==> src/rtl/core/dqnd_pkg.sv <==
package dqnd_pkg;

  localparam int unsigned NAME_CAP = 255;
  localparam int unsigned QUEUE_DEPTH = 4;

  localparam logic [7:0] DOT_CHAR = 8'h2E;
  localparam logic [7:0] MAX_LABEL_LEN = 8'd63;
  localparam logic [3:0] ADDR_FIELD_START = 4'd10;
  localparam logic [3:0] LAST_RR_FIELD = 4'd13;
  localparam logic [15:0] RR_TYPE_A = 16'd1;
  localparam logic [15:0] RR_LEN_A = 16'd4;

  localparam logic KIND_CHAR = 1'b0;
  localparam logic KIND_SUMMARY = 1'b1;

  localparam logic [1:0] STATUS_SHORT = 2'd0;
  localparam logic [1:0] STATUS_NO_QUESTION = 2'd1;
  localparam logic [1:0] STATUS_NAME = 2'd2;

  typedef struct packed {
    logic [7:0] msg_byte;
    logic       end_of_capture;
  } in_word_t;

  typedef struct packed {
    logic        result_kind;
    logic [7:0]  name_char;
    logic [1:0]  parse_status;
    logic        is_response;
    logic        answer_valid;
    logic [31:0] answer_addr;
    logic        last_of_run;
  } out_word_t;

  // everything one byte leaves for the back end
  typedef struct packed {
    logic        emit_char;
    logic [7:0]  char_val;
    logic        emit_sum;
    logic [1:0]  status;
    logic        is_resp;
    logic        ans_valid;
    logic [31:0] addr;
  } action_t;

  typedef struct packed {
    logic full;
    logic empty;
  } q_status_t;

endpackage

==> src/rtl/core/dqnd_parser.sv <==
module dqnd_parser (
  input  logic              clk_i,
  input  logic              rst_ni,
  input  logic              take_i,
  input  dqnd_pkg::in_word_t item_i,
  output logic              act_valid_o,
  output dqnd_pkg::action_t act_o
);

  typedef enum logic [2:0] {
    PH_HEADER,
    PH_LEN,
    PH_CHARS,
    PH_SKIP,
    PH_ANAME,
    PH_RR,
    PH_DONE
  } phase_e;

  localparam logic [7:0] CapInit = 8'(dqnd_pkg::NAME_CAP);

  phase_e      phase_q, phase_d;
  logic [3:0]  hpos_q, hpos_d;
  logic [5:0]  label_q, label_d;
  logic [7:0]  chars_q, chars_d;
  logic        first_q, first_d;
  logic        resp_q, resp_d;
  logic        hasq_q, hasq_d;
  logic        hasa_q, hasa_d;
  logic [3:0]  fc_q, fc_d;
  logic [15:0] rtype_q, rtype_d;
  logic [15:0] rlen_q, rlen_d;
  logic [31:0] addr_q, addr_d;
  logic        found_q, found_d;
  phase_e      after_name;
  logic [7:0]  b;

  assign b = item_i.msg_byte;
  assign after_name = (resp_q && hasa_q) ? PH_SKIP : PH_DONE;

  always_comb begin
    phase_d = phase_q;
    hpos_d = hpos_q;
    label_d = label_q;
    chars_d = chars_q;
    first_d = first_q;
    resp_d = resp_q;
    hasq_d = hasq_q;
    hasa_d = hasa_q;
    fc_d = fc_q;
    rtype_d = rtype_q;
    rlen_d = rlen_q;
    addr_d = addr_q;
    found_d = found_q;
    act_o = '0;
    if (take_i) begin
      unique case (phase_q)
        PH_HEADER: begin
          if (hpos_q == 4'd2) resp_d = b[7];
          if ((hpos_q == 4'd4 || hpos_q == 4'd5) && b != 8'd0) hasq_d = 1'b1;
          if ((hpos_q == 4'd6 || hpos_q == 4'd7) && b != 8'd0) hasa_d = 1'b1;
          if (hpos_q == 4'd11) phase_d = hasq_d ? PH_LEN : PH_DONE;
          hpos_d = hpos_q + 4'd1;
        end
        PH_LEN: begin
          if (b == 8'd0) begin
            phase_d = after_name;
            fc_d = 4'd4;
          end else begin
            if (!first_q && chars_q != 8'd0) begin
              act_o.emit_char = 1'b1;
              act_o.char_val = dqnd_pkg::DOT_CHAR;
              chars_d = chars_q - 8'd1;
            end
            first_d = 1'b0;
            if (b > dqnd_pkg::MAX_LABEL_LEN) begin
              phase_d = after_name;
              fc_d = 4'd5;
            end else begin
              label_d = b[5:0];
              phase_d = PH_CHARS;
            end
          end
        end
        PH_CHARS: begin
          if (chars_q != 8'd0) begin
            act_o.emit_char = 1'b1;
            act_o.char_val = b;
            chars_d = chars_q - 8'd1;
          end
          label_d = label_q - 6'd1;
          if (label_d == 6'd0) phase_d = PH_LEN;
        end
        PH_SKIP: begin
          fc_d = fc_q - 4'd1;
          if (fc_d == 4'd0) phase_d = PH_ANAME;
        end
        PH_ANAME: begin
          if (b == 8'd0) begin
            phase_d = PH_RR;
            fc_d = 4'd0;
          end
        end
        PH_RR: begin
          if (fc_q < 4'd2) begin
            rtype_d = {rtype_q[7:0], b};
          end else if (fc_q == 4'd8 || fc_q == 4'd9) begin
            rlen_d = {rlen_q[7:0], b};
          end else if (fc_q >= dqnd_pkg::ADDR_FIELD_START) begin
            addr_d = {addr_q[23:0], b};
          end
          if (fc_q >= dqnd_pkg::LAST_RR_FIELD) begin
            if (rtype_q == dqnd_pkg::RR_TYPE_A && rlen_q == dqnd_pkg::RR_LEN_A) begin
              found_d = 1'b1;
            end
            phase_d = PH_DONE;
          end
          fc_d = fc_q + 4'd1;
        end
        default: begin
        end
      endcase

      if (item_i.end_of_capture) begin
        act_o.emit_sum = 1'b1;
        if (phase_d == PH_HEADER) act_o.status = dqnd_pkg::STATUS_SHORT;
        else if (!hasq_d) act_o.status = dqnd_pkg::STATUS_NO_QUESTION;
        else act_o.status = dqnd_pkg::STATUS_NAME;
        act_o.is_resp = (phase_d == PH_HEADER) ? 1'b0 : resp_d;
        act_o.ans_valid = found_d;
        act_o.addr = found_d ? addr_d : 32'd0;
        phase_d = PH_HEADER;
        hpos_d = 4'd0;
        label_d = 6'd0;
        chars_d = CapInit;
        first_d = 1'b1;
        resp_d = 1'b0;
        hasq_d = 1'b0;
        hasa_d = 1'b0;
        fc_d = 4'd0;
        rtype_d = 16'd0;
        rlen_d = 16'd0;
        addr_d = 32'd0;
        found_d = 1'b0;
      end
    end
    act_valid_o = act_o.emit_char | act_o.emit_sum;
  end

  always_ff @(posedge clk_i or negedge rst_ni) begin
    if (!rst_ni) begin
      phase_q <= PH_HEADER;
      hpos_q <= 4'd0;
      label_q <= 6'd0;
      chars_q <= CapInit;
      first_q <= 1'b1;
      resp_q <= 1'b0;
      hasq_q <= 1'b0;
      hasa_q <= 1'b0;
      fc_q <= 4'd0;
      rtype_q <= 16'd0;
      rlen_q <= 16'd0;
      addr_q <= 32'd0;
      found_q <= 1'b0;
    end else begin
      phase_q <= phase_d;
      hpos_q <= hpos_d;
      label_q <= label_d;
      chars_q <= chars_d;
      first_q <= first_d;
      resp_q <= resp_d;
      hasq_q <= hasq_d;
      hasa_q <= hasa_d;
      fc_q <= fc_d;
      rtype_q <= rtype_d;
      rlen_q <= rlen_d;
      addr_q <= addr_d;
      found_q <= found_d;
    end
  end

endmodule

==> src/rtl/core/dqnd_fifo.sv <==
module dqnd_fifo #(
  parameter int unsigned DEPTH = dqnd_pkg::QUEUE_DEPTH
) (
  input  logic                 clk_i,
  input  logic                 rst_ni,
  input  logic                 wr_en_i,
  input  dqnd_pkg::action_t    wr_data_i,
  input  logic                 rd_en_i,
  output dqnd_pkg::action_t    rd_data_o,
  output dqnd_pkg::q_status_t  status_o
);

  localparam int unsigned AW = (DEPTH > 1) ? $clog2(DEPTH) : 1;
  localparam int unsigned CW = $clog2(DEPTH + 1);
  localparam logic [AW-1:0] LastPtr = AW'(DEPTH - 1);
  localparam logic [CW-1:0] FullCnt = CW'(DEPTH);

  dqnd_pkg::action_t mem_q [DEPTH];
  logic [AW-1:0] wptr_q, wptr_d;
  logic [AW-1:0] rptr_q, rptr_d;
  logic [CW-1:0] cnt_q, cnt_d;
  logic          do_wr, do_rd;

  assign status_o.full = (cnt_q == FullCnt);
  assign status_o.empty = (cnt_q == '0);
  assign do_wr = wr_en_i && !status_o.full;
  assign do_rd = rd_en_i && !status_o.empty;
  assign rd_data_o = mem_q[rptr_q];

  always_comb begin
    wptr_d = wptr_q;
    rptr_d = rptr_q;
    cnt_d = cnt_q;
    if (do_wr) wptr_d = (wptr_q == LastPtr) ? '0 : wptr_q + AW'(1);
    if (do_rd) rptr_d = (rptr_q == LastPtr) ? '0 : rptr_q + AW'(1);
    if (do_wr && !do_rd) cnt_d = cnt_q + CW'(1);
    else if (do_rd && !do_wr) cnt_d = cnt_q - CW'(1);
  end

  always_ff @(posedge clk_i) begin
    if (do_wr) mem_q[wptr_q] <= wr_data_i;
  end

  always_ff @(posedge clk_i or negedge rst_ni) begin
    if (!rst_ni) begin
      wptr_q <= '0;
      rptr_q <= '0;
      cnt_q <= '0;
    end else begin
      wptr_q <= wptr_d;
      rptr_q <= rptr_d;
      cnt_q <= cnt_d;
    end
  end

endmodule

==> src/rtl/core/dqnd_emitter.sv <==
module dqnd_emitter (
  input  logic                clk_i,
  input  logic                rst_ni,
  input  dqnd_pkg::action_t   head_i,
  input  logic                q_empty_i,
  input  logic                pop_i,
  output logic                release_o,
  output logic                empty_o,
  output dqnd_pkg::out_word_t result_o
);

  logic char_done_q, char_done_d;
  logic show_char;
  logic take;

  assign empty_o = q_empty_i;
  assign show_char = head_i.emit_char && !char_done_q;
  assign take = pop_i && !q_empty_i;
  // an entry with both words stays until its summary goes
  assign release_o = take && !(show_char && head_i.emit_sum);

  always_comb begin
    char_done_d = char_done_q;
    if (take) char_done_d = show_char && head_i.emit_sum;
  end

  always_comb begin
    result_o = '0;
    if (show_char) begin
      result_o.result_kind = dqnd_pkg::KIND_CHAR;
      result_o.name_char = head_i.char_val;
    end else begin
      result_o.result_kind = dqnd_pkg::KIND_SUMMARY;
      result_o.parse_status = head_i.status;
      result_o.is_response = head_i.is_resp;
      result_o.answer_valid = head_i.ans_valid;
      result_o.answer_addr = head_i.addr;
      result_o.last_of_run = 1'b1;
    end
  end

  always_ff @(posedge clk_i or negedge rst_ni) begin
    if (!rst_ni) begin
      char_done_q <= 1'b0;
    end else begin
      char_done_q <= char_done_d;
    end
  end

endmodule

==> src/rtl/core/dns_query_name_decoder_unit.sv <==
// DNS question-name decoder: takes one message byte per cycle and returns the decoded
// first question name one character per word, then a summary word (status, response
// flag, type-A answer address) on the byte marked end_of_capture. A byte is accepted
// every cycle while full is low; its parsing is a combinational update of the byte
// parser's phase and counters, registered at the clock, so one byte per cycle is
// sustained. Its results are written into a queue of QUEUE_DEPTH entries when the byte
// is taken and show on the result ports once they reach the queue head. Each entry
// yields one word, or two (a name character or dot, then the summary) for a final byte
// that also emits a character, and each pop while empty is low takes one word; full
// rises only when the queue holds QUEUE_DEPTH entries not yet drained.
module dns_query_name_decoder_unit #(
  parameter int unsigned QUEUE_DEPTH = dqnd_pkg::QUEUE_DEPTH
) (
  input  logic                clk_i,
  input  logic                rst_ni,
  input  logic                push,
  output logic                full,
  input  dqnd_pkg::in_word_t  item_i,
  output logic                empty,
  input  logic                pop,
  output dqnd_pkg::out_word_t result_o
);

  dqnd_pkg::action_t   act, head;
  dqnd_pkg::q_status_t q_status;
  logic                act_valid;
  logic                take;
  logic                release_head;

  assign full = q_status.full;
  assign take = push && !q_status.full;

  dqnd_parser u_parser (
    .clk_i      (clk_i),
    .rst_ni     (rst_ni),
    .take_i     (take),
    .item_i     (item_i),
    .act_valid_o(act_valid),
    .act_o      (act)
  );

  dqnd_fifo #(
    .DEPTH(QUEUE_DEPTH)
  ) u_fifo (
    .clk_i    (clk_i),
    .rst_ni   (rst_ni),
    .wr_en_i  (act_valid),
    .wr_data_i(act),
    .rd_en_i  (release_head),
    .rd_data_o(head),
    .status_o (q_status)
  );

  dqnd_emitter u_emitter (
    .clk_i     (clk_i),
    .rst_ni    (rst_ni),
    .head_i    (head),
    .q_empty_i (q_status.empty),
    .pop_i     (pop),
    .release_o (release_head),
    .empty_o   (empty),
    .result_o  (result_o)
  );

endmodule

==> config.mk <==
export PLATFORM = sky130hd
export DESIGN_NAME = dns_query_name_decoder_unit
export DESIGN_NICKNAME = d
export VERILOG_FILES = /design/src/rtl/core/dqnd_pkg.sv /design/src/rtl/core/dqnd_parser.sv /design/src/rtl/core/dqnd_fifo.sv /design/src/rtl/core/dqnd_emitter.sv /design/src/rtl/core/dns_query_name_decoder_unit.sv
export SDC_FILE = /design/constraint.sdc
export NUM_CORES = 1
export LEC_CHECK = 0
export BUFFER_PORTS_ARGS = -buffer_cell sky130_fd_sc_hd__buf_2
export CORE_UTILIZATION = 57
export CTS_BUF_LIST = sky130_fd_sc_hd__clkbuf_2 sky130_fd_sc_hd__clkbuf_4 sky130_fd_sc_hd__clkbuf_8
export CTS_CLUSTER_DIAMETER = 200
export DETAILED_ROUTE_END_ITERATION = 8
export GPL_TIMING_DRIVEN = 0
export PLACE_DENSITY_LB_ADDON = 0.2
export SYNTH_ARGS = -nofsm -noshare
export SYNTH_HDL_FRONTEND = slang
export SYNTH_HIERARCHICAL = 1
export SYNTH_SLANG_ARGS = --single-unit
==> constraint.sdc <==
create_clock -name clk_i -period 4.7 [get_ports clk_i]
set_clock_uncertainty 0.1 [all_clocks]
set_input_delay 0.705 -clock clk_i [delete_from_list [all_inputs] [get_ports clk_i]]
set_output_delay 0.705 -clock clk_i [all_outputs]
set_load 0.01 [all_outputs]
---- Yosys cells after proc, flatten, opt, wreduce, memory -nomap -nowiden ----
Memory sizes are Yosys's and may differ from the RTL's.
Cells that the tools add are included.
word-level totals
  logic and storage cells ................. 186
  memories ................................ 1
  memory bits (writable) .................. 184
  bits of input ports ..................... 13
  flip-flop bits (word level) ............. 102
operators by class
  reductions and logical operators ........ 49
  magnitude comparators ................... 4
  add/subtract/negate cells ............... 9
  bitwise gates (word level) .............. 1
  eq/ne operators ......................... 26
  multiplexer cells ....................... 79
memories
  name          words  bits a word  rd ports  clocked after memory_dff  wr ports  RTL line         RTL
  u_fifo.mem_q  4      46           1         0                         1         dqnd_fifo.sv:18  dqnd_pkg::action_t mem_q [DEPTH];
operators by type and width
  operator             count
  $mux 32              6
  $mux 16              7
  $mux 37              2
  $mux 46              1
  $mux 8               5
  $mux 3               13
  $mux 9               3
  $mux 1               24
  $mux 4               6
  $mux 6               3
  $pmux 3 s6           1
  $pmux 9 s2           1
  $eq 16x1->1 const B  1
  $eq 16x3->1 const B  1
  $eq 4x3->1 const B   4
  $pmux 4 s4           1
  $pmux 8 s2           1
  $reduce_bool 8->1    2
  $logic_and 1x1->1    14
  $reduce_bool 2->1    7
  $eq 4x4->1 const B   3
  $pmux 6 s2           1
  $reduce_and 4->1     3
  $eq 3x3->1 const B   3
  other kinds (31)     55

---- Longest topological paths before layout ----
  depth after elaboration ................. 20
  gate-level depth with buffers ........... 14

---- By module ----
Netlist, hierarchy kept.
modules (own cells, without submodules)
  module                       sequential area each (um^2)  times used  cells an instance  area an instance (um^2)
  dqnd_fifo                    5700.5                       1           277                7099.3
  dqnd_parser                  2363.5                       1           621                5470.2
  dqnd_emitter                 25.0                         1           57                 494.2
  dns_query_name_decoder_unit  0.0                          1           1                  13.8

---- Worst setup path after synthesis ----
OpenSTA, ideal clock, no wires.
  path kind ............................... input to register
  start point ............................. in item_i[6] (netlist bit)
  end point ............................... mem u_fifo/mem_q[3][0] (netlist bit) (enable)
  data required time ...................... 4150 ps
  library setup time ...................... 450 ps
  stages on the path ...................... 8
  data arrival time ....................... 3854 ps
  setup slack ............................. 296 ps
  buffers on the path ..................... 2
  cell sequence ........................... clkbuf_1 nor4_2 a211o_4 a21oi_2 buf_6 nand2b_1 nand2_1 nor2_1
RTL lines
  element          RTL line                           RTL
  start, declared  dns_query_name_decoder_unit.sv:18  input dqnd_pkg::in_word_t item_i,
  end, declared    dqnd_fifo.sv:18

---- Worst setup path after layout ----
  start point ............................. reg u_fifo.cnt_q[0]
  end point ............................... mem u_fifo/mem_q[2][43] (netlist bit) (enable)
between the ends
  word-level cells in the longest chain between the ends .. 8
ends and longest elaborated chain
  element                       RTL line                           RTL
  start, declared               dqnd_fifo.sv:21                    logic [CW-1:0] cnt_q, cnt_d;
  start signal, assigned        dqnd_fifo.sv:52                    cnt_q <= cnt_d;
  $eq 3x3->1                    dqnd_fifo.sv:24                    assign status_o.full = (cnt_q == FullCnt);
  $logic_not 1->1               dns_query_name_decoder_unit.sv:31  assign take = push && !q_status.full;
  $logic_and 1x1->1             dns_query_name_decoder_unit.sv:31
  via take                      dns_query_name_decoder_unit.sv:27  logic take;
  $mux 46                       dqnd_parser.sv:56                  if (take_i) begin
  $or 1x1->1                    dqnd_parser.sv:147                 act_valid_o = act_o.emit_char | act_o.emit_sum;
  via act_valid                 dns_query_name_decoder_unit.sv:26  logic act_valid;
  $logic_and 1x1->1             dqnd_fifo.sv:26                    assign do_wr = wr_en_i && !status_o.full;
  via u_fifo.do_wr              dqnd_fifo.sv:22                    logic do_wr, do_rd;
  $mux 1                        dqnd_fifo.sv:41                    if (do_wr) mem_q[wptr_q] <= wr_data_i;
  $mux 1 (implied by the code)  dqnd_fifo.sv:41
The timed path passes the listed nets, and every way through them passes these cells.

==> impl_metrics.xml <==
<?xml version="1.0" encoding="UTF-8"?>
<metrics>
  <group name="run_status">
    <metric name="run_status" unit="">completed</metric>
  </group>
  <group name="layout">
    <metric name="fillers" unit="">1665</metric>
    <metric name="post_layout_nonfiller_instances" unit="">1391</metric>
    <metric name="post-route-util" unit="">0.657</metric>
    <metric name="layout-drive-gt1-share" unit="">0.245</metric>
    <metric name="finish.net_count" unit="">1100</metric>
    <metric name="num_antenna_cells" unit="">0</metric>
    <metric name="layout_stage_area_growth_over_the_synthesis_result" unit="%">13.4</metric>
  </group>
  <group name="floorplanning">
    <metric name="die_width" unit="um">153</metric>
    <metric name="die-area" unit="um^2">23600</metric>
    <metric name="floorplan.io_pins" unit="">61</metric>
    <metric name="core_region_area" unit="um^2">22600</metric>
    <metric name="starting_density_of_the_core" unit="">0.579</metric>
    <metric name="die_height" unit="um">153</metric>
    <metric name="fp-row-count" unit="">55</metric>
  </group>
  <group name="yosys">
    <metric name="yosys_warnings" unit="">6</metric>
    <metric name="yosys-top-cells-count" unit="">edfxtp_1, nand2_1, dfrtp_1, inv_1, a21oi_1</metric>
    <metric name="synth_enable_flop_cells" unit="">184</metric>
    <metric name="post_synth_inst_count" unit="">956</metric>
    <metric name="post_synth_instance_area" unit="um^2">13100</metric>
    <metric name="synth_most_common_cell" unit="">edfxtp_1</metric>
    <metric name="portion_of_the_post_synthesis_area_used_by_sequential_elements" unit="">0.619</metric>
    <metric name="synth_top_cell_area_share" unit="">0.423</metric>
    <metric name="synthDominantAreaCellType" unit="">edfxtp_1</metric>
    <metric name="synth_top_flop_cell" unit="">edfxtp_1</metric>
    <metric name="syn-mean-instance-area" unit="um^2">13.7</metric>
    <metric name="synth_top_cells_by_area" unit="">edfxtp_1, dfrtp_1, mux4_2</metric>
    <metric name="synth-seq-cells" unit="">286</metric>
    <metric name="synth-async-reset-ratio" unit="">0.357</metric>
    <metric name="synth_fp_nets" unit="">988</metric>
    <metric name="synth_cell_type_count" unit="">77</metric>
  </group>
  <group name="clocking">
    <metric name="htree_num_levels" unit="">2</metric>
    <metric name="numCtsBuffers" unit="">46</metric>
    <metric name="insertion_delay" unit="ps">560</metric>
    <metric name="post_cts_hold_buffer_count" unit="">0</metric>
    <metric name="clock_tree.root_cell" unit="">clkbuf_8</metric>
    <metric name="cts_setup_buffers" unit="">0</metric>
    <metric name="cts.sinks" unit="">286</metric>
    <metric name="post_cts_gate_resize_count" unit="">0</metric>
    <metric name="clk_pin_slew_worst_paths" unit="ps">60</metric>
    <metric name="clockBufferDepth" unit="">3</metric>
    <metric name="cts_tree" unit="">built</metric>
  </group>
  <group name="sta">
    <metric name="period_minus_slack" unit="ps">3680</metric>
    <metric name="setup_ws" unit="ps">1020</metric>
    <metric name="final.hold.worst_slack" unit="ps">35.0</metric>
    <metric name="worst_pin_slew" unit="ps">875</metric>
    <metric name="finalMaxSlewViolations" unit="">0</metric>
    <metric name="finalSetupViolCount" unit="">0</metric>
    <metric name="timing.slew.headroom" unit="">0.416</metric>
    <metric name="fmax" unit="MHz">272</metric>
    <metric name="final.period_utilization" unit="">0.783</metric>
    <metric name="report.final.hold_viol_count" unit="">0</metric>
    <metric name="grt_setup_unrepaired" unit="">no</metric>
  </group>
  <group name="worst_setup_path">
    <metric name="timing.critical_path.required" unit="ps">4850</metric>
    <metric name="number_of_cells_traversed_by_the_worst_register_to_register_path" unit="">9</metric>
    <metric name="worstPathMaxFanout" unit="">29</metric>
    <metric name="critical_path.startpoint_type" unit="">flip-flop</metric>
    <metric name="worst_ep_arrival_time" unit="ps">3830</metric>
    <metric name="worst-setup-path-type" unit="">reg2reg</metric>
    <metric name="setup.worst_path.end_class" unit="">flip-flop</metric>
  </group>
  <group name="routing">
    <metric name="dr.first_iter.drc_count" unit="">764</metric>
    <metric name="vias_after_detailed_routing" unit="">8449</metric>
    <metric name="wl" unit="mm">29.1</metric>
    <metric name="routed_wire_length_per_instance" unit="um">20.9</metric>
    <metric name="drtAntennaViolNets" unit="">0</metric>
    <metric name="drc_violations_left" unit="">0</metric>
    <metric name="vias_per_cell" unit="">6.07</metric>
    <metric name="drt_pre_antenna_iters" unit="">5</metric>
  </group>
  <group name="global_routing">
    <metric name="global_route_wire_length_before_repair" unit="mm">46.6</metric>
    <metric name="number_of_antenna_violations_at_the_first_check_in_global_routing" unit="">0</metric>
    <metric name="grt_overflow" unit="">0</metric>
    <metric name="first_global_vias" unit="">8481</metric>
    <metric name="grt_start_max_net_pins" unit="">63</metric>
    <metric name="grtUsageTotal" unit="">0.259</metric>
  </group>
  <group name="run">
    <metric name="max-cap-violations" unit="">0</metric>
  </group>
  <group name="power">
    <metric name="combinationalPowerShare" unit="">0.328</metric>
    <metric name="cellPowerDensity" unit="nW/um^2">555</metric>
    <metric name="power.sequential.fraction" unit="">0.410</metric>
    <metric name="leakagePower" unit="nW">5.67</metric>
    <metric name="switchingPower" unit="W">0.00260</metric>
    <metric name="pwr-share-clk" unit="">0.262</metric>
    <metric name="irDropWorstVdd" unit="mV">0.425</metric>
    <metric name="cell_internal_pwr" unit="W">0.00563</metric>
    <metric name="power.switching_fraction" unit="">0.316</metric>
  </group>
  <group name="placement">
    <metric name="buffer_ports.inserted" unit="">58</metric>
    <metric name="dp_worst_setup_slack" unit="ps">702</metric>
    <metric name="dpl.hpwl" unit="mm">19.6</metric>
    <metric name="finalWeightedCongestion" unit="">0.838</metric>
    <metric name="placedCellCount" unit="">1305</metric>
  </group>
  <group name="min_path">
    <metric name="worstHoldPathType" unit="">in2async</metric>
  </group>
</metrics>
## per-layer routing
metal / track usage / routed length (um) / vias to the layer above
met3: 0.0434 / 1870 / 68
met5: 0 / 0 / -
li1: - / - / 3824
met2: 0.403 / 13600 / 310
met1: 0.370 / 12800 / 4247
met4: 0.100 / 857 / 0
## sequential cells by signal, summed over array words and instances, names as in the netlist, 2 cells and up
register and count:
u_parser/rtype_q 16, u_parser/phase_q 3, u_parser/hpos_q 4, u_parser/label_q 6, u_fifo/cnt_q 3, u_parser/rlen_q 16, u_fifo/mem_q 184, u_parser/addr_q 32
u_parser/fc_q 4, u_fifo/wptr_q 2, u_parser/chars_q 8, u_fifo/rptr_q 2
## worst paths after layout
kind / startpoint / to / slack, ps
min reg2reg: u_parser/first_q / u_parser/first_q / 370
max reg2reg: u_fifo/cnt_q[0] / u_fifo/mem_q[2][43] / 1020
min: rst_ni / u_parser/fc_q[0] / 40
min in group clk_i: u_parser/first_q / u_parser/first_q / 370
max: u_fifo/cnt_q[0] / u_fifo/mem_q[2][43] / 1020
max in group asynchronous: rst_ni / u_parser/chars_q[1] / 3720
## power groups by stage
stage          combinational (W)  clock (W)  sequential [W]
2_1_floorplan            0.00194          0         0.00333
3_3_place_gp             0.00260          0         0.00341
3_5_place_dp             0.00271          0         0.00341
4_1_cts                  0.00272    0.00219         0.00337
5_1_grt                  0.00294    0.00229         0.00342
6_report                 0.00270    0.00215         0.00338
## layout make-up
cell class / instances / area [um^2] / area share
Timing Repair Buffer: 64 / 443 / 0.0299
Sequential cell: 286 / 8090 / 0.545
Clock buffer: 65 / 795 / 0.0536
Tap cell: 285 / 357 / 0.0240
Clock inverter: 21 / 150 / 0.0101
Inverter: 54 / 210 / 0.0142
Multi-Input combinational cell: 556 / 4470 / 0.301
Buffer: 60 / 323 / 0.0218
## cells in the final DEF, fill, tap and decap left out, types with 7 or more instances in the layout
master	Yosys	layout
dfstp_2	9	9
clkbuf_4	0	16
nand2_1	95	95
inv_1	53	53
xnor2_1	7	7
nor4_1	10	10
a21oi_1	52	52
o21ai_0	18	18
nand2b_1	7	7
and3_1	8	8
clkbuf_8	0	49
o22ai_1	37	37
clkinv_1	0	11
and2_4	29	29
clkbuf_1	39	39
nor2_1	20	19
and2_1	21	18
dfrtp_1	93	93
buf_2	6	63
nor3_1	15	15
a21boi_0	33	33
a22o_1	35	35
o21a_1	8	8
mux4_2	46	46
ha_1	18	18
edfxtp_1	184	184
## logic make-up after synthesis
logic type | synth area share
fa+ha+maj | 0.0188
compound gates | 0.121
xor+xnor | 0.00871
buf+inv | 0.0408
flops | 0.619
mux | 0.0840
simple gates | 0.108
## worst max-delay path: stages, from the launching register on
cell,delay (ps)
dfrtp_1,530
nor3b_4,140
nor2b_4,200
clkbuf_1,500
nand2_1,140
clkbuf_1,290
nand2b_1,210
nor2b_4,250
and2_2,760
buf_16,250
## stage by stage
| step | instance area, um^2 | setup TNS (ps) | total power (W) |
|---|---|---|---|
| 2_1_floorplan | 13100 | 0 | 0.00528 |
| 3_3_place_gp | 13700 | -119140 | 0.00601 |
| 3_5_place_dp | 13900 | 0 | 0.00612 |
| 4_1_cts | 14800 | 0 | 0.00828 |
| 5_1_grt | 14800 | 0 | 0.00865 |
| 6_report | 14800 | 0 | 0.00823 |
Power figures use the tool's default switching activity.
